`src/hdl/sacl_pkg.sv`:
```
// Shared constants and types of the set-associative cache controller.
package sacl_pkg;

  localparam int ADDR_BITS   = 32;
  localparam int OFFSET_BITS = 3;
  localparam int INDEX_BITS  = 4;
  localparam int SETS        = 16;   // power of two, at most 2**INDEX_BITS
  localparam int WAYS        = 8;
  localparam int TAG_BITS    = ADDR_BITS - OFFSET_BITS - INDEX_BITS;
  localparam int SET_BITS    = $clog2(SETS);
  localparam int WAY_BITS    = $clog2(WAYS);
  localparam int RANK_BITS   = $clog2(WAYS);
  localparam int WAY_OUT_BITS = 3;
  localparam int STAT_BITS   = 32;

  localparam logic [RANK_BITS-1:0] RANK_OLDEST = RANK_BITS'(WAYS - 1);
  localparam logic [STAT_BITS-1:0] STAT_MAX    = '1;

  localparam logic OP_READ  = 1'b1;
  localparam logic OP_WRITE = 1'b0;

  localparam int NUM_STATS       = 7;
  localparam int STAT_READS      = 0;
  localparam int STAT_WRITES     = 1;
  localparam int STAT_READ_HITS  = 2;
  localparam int STAT_WRITE_HITS = 3;
  localparam int STAT_READ_MISS  = 4;
  localparam int STAT_WRITE_MISS = 5;
  localparam int STAT_WRITEBACKS = 6;

  typedef struct packed {
    logic [TAG_BITS-1:0]  tag;
    logic                 valid;
    logic                 dirty;
    logic [RANK_BITS-1:0] rank;
  } line_t;

  typedef line_t [WAYS-1:0] row_t;

  typedef struct packed {
    logic                hit;
    logic                writeback;
    logic [WAY_BITS-1:0] way;
  } lookup_t;

endpackage

```
`src/hdl/sacl_set_update.sv`:
```
// Lookup, victim choice and LRU/tag/dirty update of one set row.
module sacl_set_update (
  input  sacl_pkg::row_t                   row,
  input  logic [sacl_pkg::TAG_BITS-1:0]    tag,
  input  logic                             is_read,
  output sacl_pkg::row_t                   row_new,
  output sacl_pkg::lookup_t                res
);

  logic [sacl_pkg::WAYS-1:0]      hit_vec;
  logic [sacl_pkg::WAYS-1:0]      free_vec;
  logic [sacl_pkg::WAYS-1:0]      old_vec;
  logic [sacl_pkg::WAY_BITS-1:0]  hit_way;
  logic [sacl_pkg::WAY_BITS-1:0]  free_way;
  logic [sacl_pkg::WAY_BITS-1:0]  old_way;
  logic [sacl_pkg::WAY_BITS-1:0]  way;
  logic                           hit;
  logic                           found;
  logic                           was_valid;
  logic [sacl_pkg::RANK_BITS-1:0] old_rank;

  always_comb begin
    for (int i = 0; i < sacl_pkg::WAYS; i++) begin
      hit_vec[i]  = row[i].valid && (row[i].tag == tag);
      free_vec[i] = !row[i].valid;
      old_vec[i]  = (row[i].rank == sacl_pkg::RANK_OLDEST);
    end
    // scan downward so the lowest-numbered way wins
    hit_way  = '0;
    free_way = '0;
    old_way  = '0;
    for (int i = sacl_pkg::WAYS - 1; i >= 0; i--) begin
      if (hit_vec[i])  hit_way  = sacl_pkg::WAY_BITS'(i);
      if (free_vec[i]) free_way = sacl_pkg::WAY_BITS'(i);
      if (old_vec[i])  old_way  = sacl_pkg::WAY_BITS'(i);
    end
    hit   = |hit_vec;
    found = |free_vec;
    // ranks of a full set form a permutation, so the oldest way is the victim
    way       = hit ? hit_way : (found ? free_way : old_way);
    was_valid = hit || !found;
    old_rank  = row[way].rank;

    res.hit       = hit;
    res.writeback = !hit && !found && row[way].dirty;
    res.way       = way;

    for (int i = 0; i < sacl_pkg::WAYS; i++) begin
      row_new[i] = row[i];
      if (way == sacl_pkg::WAY_BITS'(i)) begin
        row_new[i].rank = '0;
        if (hit) begin
          row_new[i].dirty = row[i].dirty || !is_read;
        end else begin
          row_new[i].valid = 1'b1;
          row_new[i].tag   = tag;
          row_new[i].dirty = !is_read;
        end
      end else if (row[i].valid && (!was_valid || row[i].rank < old_rank)
                   && row[i].rank != sacl_pkg::RANK_OLDEST) begin
        row_new[i].rank = row[i].rank + 1'b1;
      end
    end
  end

endmodule

```
`config.mk`:
```
export PLATFORM = sky130hd
export DESIGN_NAME = sacl_set_update
export DESIGN_NICKNAME = d
export VERILOG_FILES = /design/src/hdl/sacl_pkg.sv /design/src/hdl/sacl_set_update.sv
export SDC_FILE = /design/constraint.sdc
export NUM_CORES = 1
export LEC_CHECK = 0
export ABC_AREA = 1
export BUFFER_PORTS_ARGS = -buffer_cell sky130_fd_sc_hd__buf_2
export CAP_MARGIN = 20
export CORE_AREA = 2 2 199 201
export DETAILED_ROUTE_END_ITERATION = 7
export DIE_AREA = 0 0 201 203
export PLACE_DENSITY_LB_ADDON = 0.05
export SYNTH_ARGS = -nofsm -noshare
export SYNTH_HDL_FRONTEND = slang
export SYNTH_SLANG_ARGS = --single-unit
```
`constraint.sdc`:
```
create_clock -name vclk -period 13.85
set_input_delay 2.77 -clock vclk [all_inputs]
set_output_delay 2.77 -clock vclk [all_outputs]
set_load 0.01 [all_outputs]
```
==> impl_metrics.json <==
{
  "status": "complete, no violations",
  "gp_congestion": 1.07,
  "fin_cells": 2539,
  "min_period_ns": 10.47,
  "fillers": 4741,
  "dpl.cell_count": 2538,
  "wl_per_cell_um": 30.3,
  "io_buffers": 511,
  "dpl.hpwl_um": 63000,
  "synth_top_cell_by_area": "nand2_1",
  "antenna_found_initial": 2,
  "setup-violations-final": 0,
  "cp.required_ns": 11.08,
  "seqCellArea_um2": 0,
  "postRouteAntennaNets": 0,
  "drv_slew": 0,
  "num_vias": 13400,
  "io-pin-count": 511,
  "yosys.area_share.simple": 0.492,
  "cp_max_fo": 27,
  "slew_headroom": 0.335,
  "die_h_um": 203,
  "p_total_mw": 0.459,
  "drt-total-wl_um": 76900,
  "hold_path_class": "input port to primary output",
  "finalCritPeriodShare": 0.756,
  "grtUsageTotal": 0.358,
  "switching_share": 0.692,
  "grt_pass1_vias": 13400,
  "pwr-share-seq": 0,
  "rsz0062_at_grt": "false",
  "syn_area_um2": 7520,
  "hold_violations": 0,
  "fp.dieW_um": 201,
  "cp.arrival_ns": 7.70,
  "critPathKind": "input port to primary output",
  "synth_compound_area_frac": 0.233,
  "yosys_warnings": 0,
  "area_delta_synth_final_pct": 39.0,
  "hold_buffers": 0,
  "synth_top_cell_area_share": 0.256,
  "synth_cell_types": 42,
  "synth_nets": 1854,
  "core_area_um2": 38500,
  "start_util": 0.196,
  "seq_cells": 0,
  "p_per_area_nw_per_um2": 43.8,
  "fin_util": 0.272,
  "grt_pass1_wl_um": 104000,
  "post_cts_buffers": 0,
  "worstMarginPinSlew_ns": 0.996,
  "synth_cells": 1564,
  "dieArea_um2": 40800,
  "muxShareOfSynthArea": 0,
  "power_leakage_nw": 6.25,
  "drive_gt1_frac": 0.295,
  "avgSynthCellArea_um2": 4.81,
  "synth_top_family_by_area": "simple AND/OR/NAND/NOR gates",
  "peakVddDrop_mv": 0.0221,
  "rows": 72,
  "cap_violations": 0,
  "grt_start_max_net_pins": 38,
  "drtIter0Drc": 1201,
  "fin_nets": 2312,
  "synthTopCellsByArea": "nand2_1, o22ai_1, inv_1",
  "multi_input_area_um2": 6090,
  "overflow": 0,
  "synth-xor-area-share": 0.0431,
  "ys_seq_area_frac": 0,
  "synth_fa_ha_area_frac": 0.0399,
  "dr.pass1.iters": 5,
  "via_per_inst": 5.29,
  "setup_tns_ns": 0,
  "cp-end-kind": "primary output",
  "power_frac_comb": 1.000,
  "nClkBuffers": 0,
  "drc": 0,
  "p_clk_frac": 0,
  "fmax_ghz": 0.0955,
  "p_int_mw": 0.141,
  "cts_resized": 0,
  "p_sw_mw": 0.317,
  "critPathLaunchType": "input port"
}
==> final timing paths <==
kind / to / start / slack (ns) / cells after the start
max: row_new[65] / tag[2] / 3.38 / 15
min: row_new[153] / row[153] / 5.88 / 4
==> critical path, stage by stage <==
cell,delay [ns]
buf_2,0.39
inv_1,0.42
nand2_1,0.19
nand4_1,0.13
nor2_1,0.18
nand2_1,0.07
nor2_1,0.29
nand2_1,0.13
nand2_1,0.13
nor2_4,0.05
nand2_1,0.63
clkinv_1,0.85
nand2_1,0.88
o21ai_0,0.35
buf_2,0.22
==> cell usage in the layout, fill, tap and decap left out, types with 2 or more instances in the layout <==
cell	instances
nor2_1	180
ha_1	24
buf_4	12
buf_2	511
o221ai_1	2
nand2_4	14
o21ai_1	15
clkinv_1	2
nor4_1	3
xor2_1	10
nand4_1	61
inv_1	256
inv_2	17
nor2_4	5
nand2_1	514
o21ai_0	79
xnor2_1	27
buf_8	2
a21oi_1	22
and3_1	2
o22ai_1	172
inv_4	2
nor2_2	8
nand3_1	38
nand4_2	3
nand2_2	16
nand3_2	2
nor3_1	9
==> metrics by stage <==
step | hold slack (ns) | setup WS, ns | cell area, µm²
2_1_floorplan | 5.64 | 5.34 | 7520
3_3_place_gp | 5.87 | 3.14 | 10400
3_5_place_dp | 5.88 | 3.62 | 10500
4_1_cts | 5.88 | 3.61 | 10500
5_1_grt | 5.89 | 3.31 | 10500
6_report | 5.88 | 3.38 | 10500
==> routing by layer <==
| layer | global-route usage | routed length [µm] |
|---|---|---|
| met2 | 0.614 | 35900 |
| met4 | 0.158 | 3960 |
| met1 | 0.445 | 30800 |
| met5 | 0 | 14 |
| met3 | 0.0490 | 6290 |
==> power by group through the flow <==
stage               combinational, mW     clock [mW]  sequential [mW]
CTS                             0.450              0                0
global placement                0.454              0                0
detailed placement              0.449              0                0
finish                          0.459  0.00000000967                0
global route                    0.484  0.00000000966                0
floorplan                       0.219              0                0
==> kinds of logic (layout without fill, tap and decap cells) <==
group           count (synthesis)  count (layout)
compound gates                299             299
xor+xnor                       37              37
other cells                     0               1
simple gates                  858             858
fa+ha+maj                      24              24
buf+inv                       346             802
==> cell usage after synthesis, drive strengths merged <==
cell and count:
o21ai 94, nand2 544, a31oi 2, xor2 10, a2111oi 1, nand4 64
nor3b 1, and3 2, a31o 1, o22ai 172, nor2 194, o21bai 1
o2111a 1, xnor2 27, nor4 3, clkbuf 18, a221oi 1, clkinv 2
a211oi 1, a21oi 22, nand3 40, or2 1, o2111ai 1, o221ai 2
nor3 9, buf 51, ha 24, inv 275
==> cell type report <==
class	instances	share of cell area
antenna	1	0.000239
inverter	277	0.0999
multi-input combinational	1218	0.582
tap	518	0.0620
timing repair buffer	525	0.256
(Power assumes the default switching activity.)
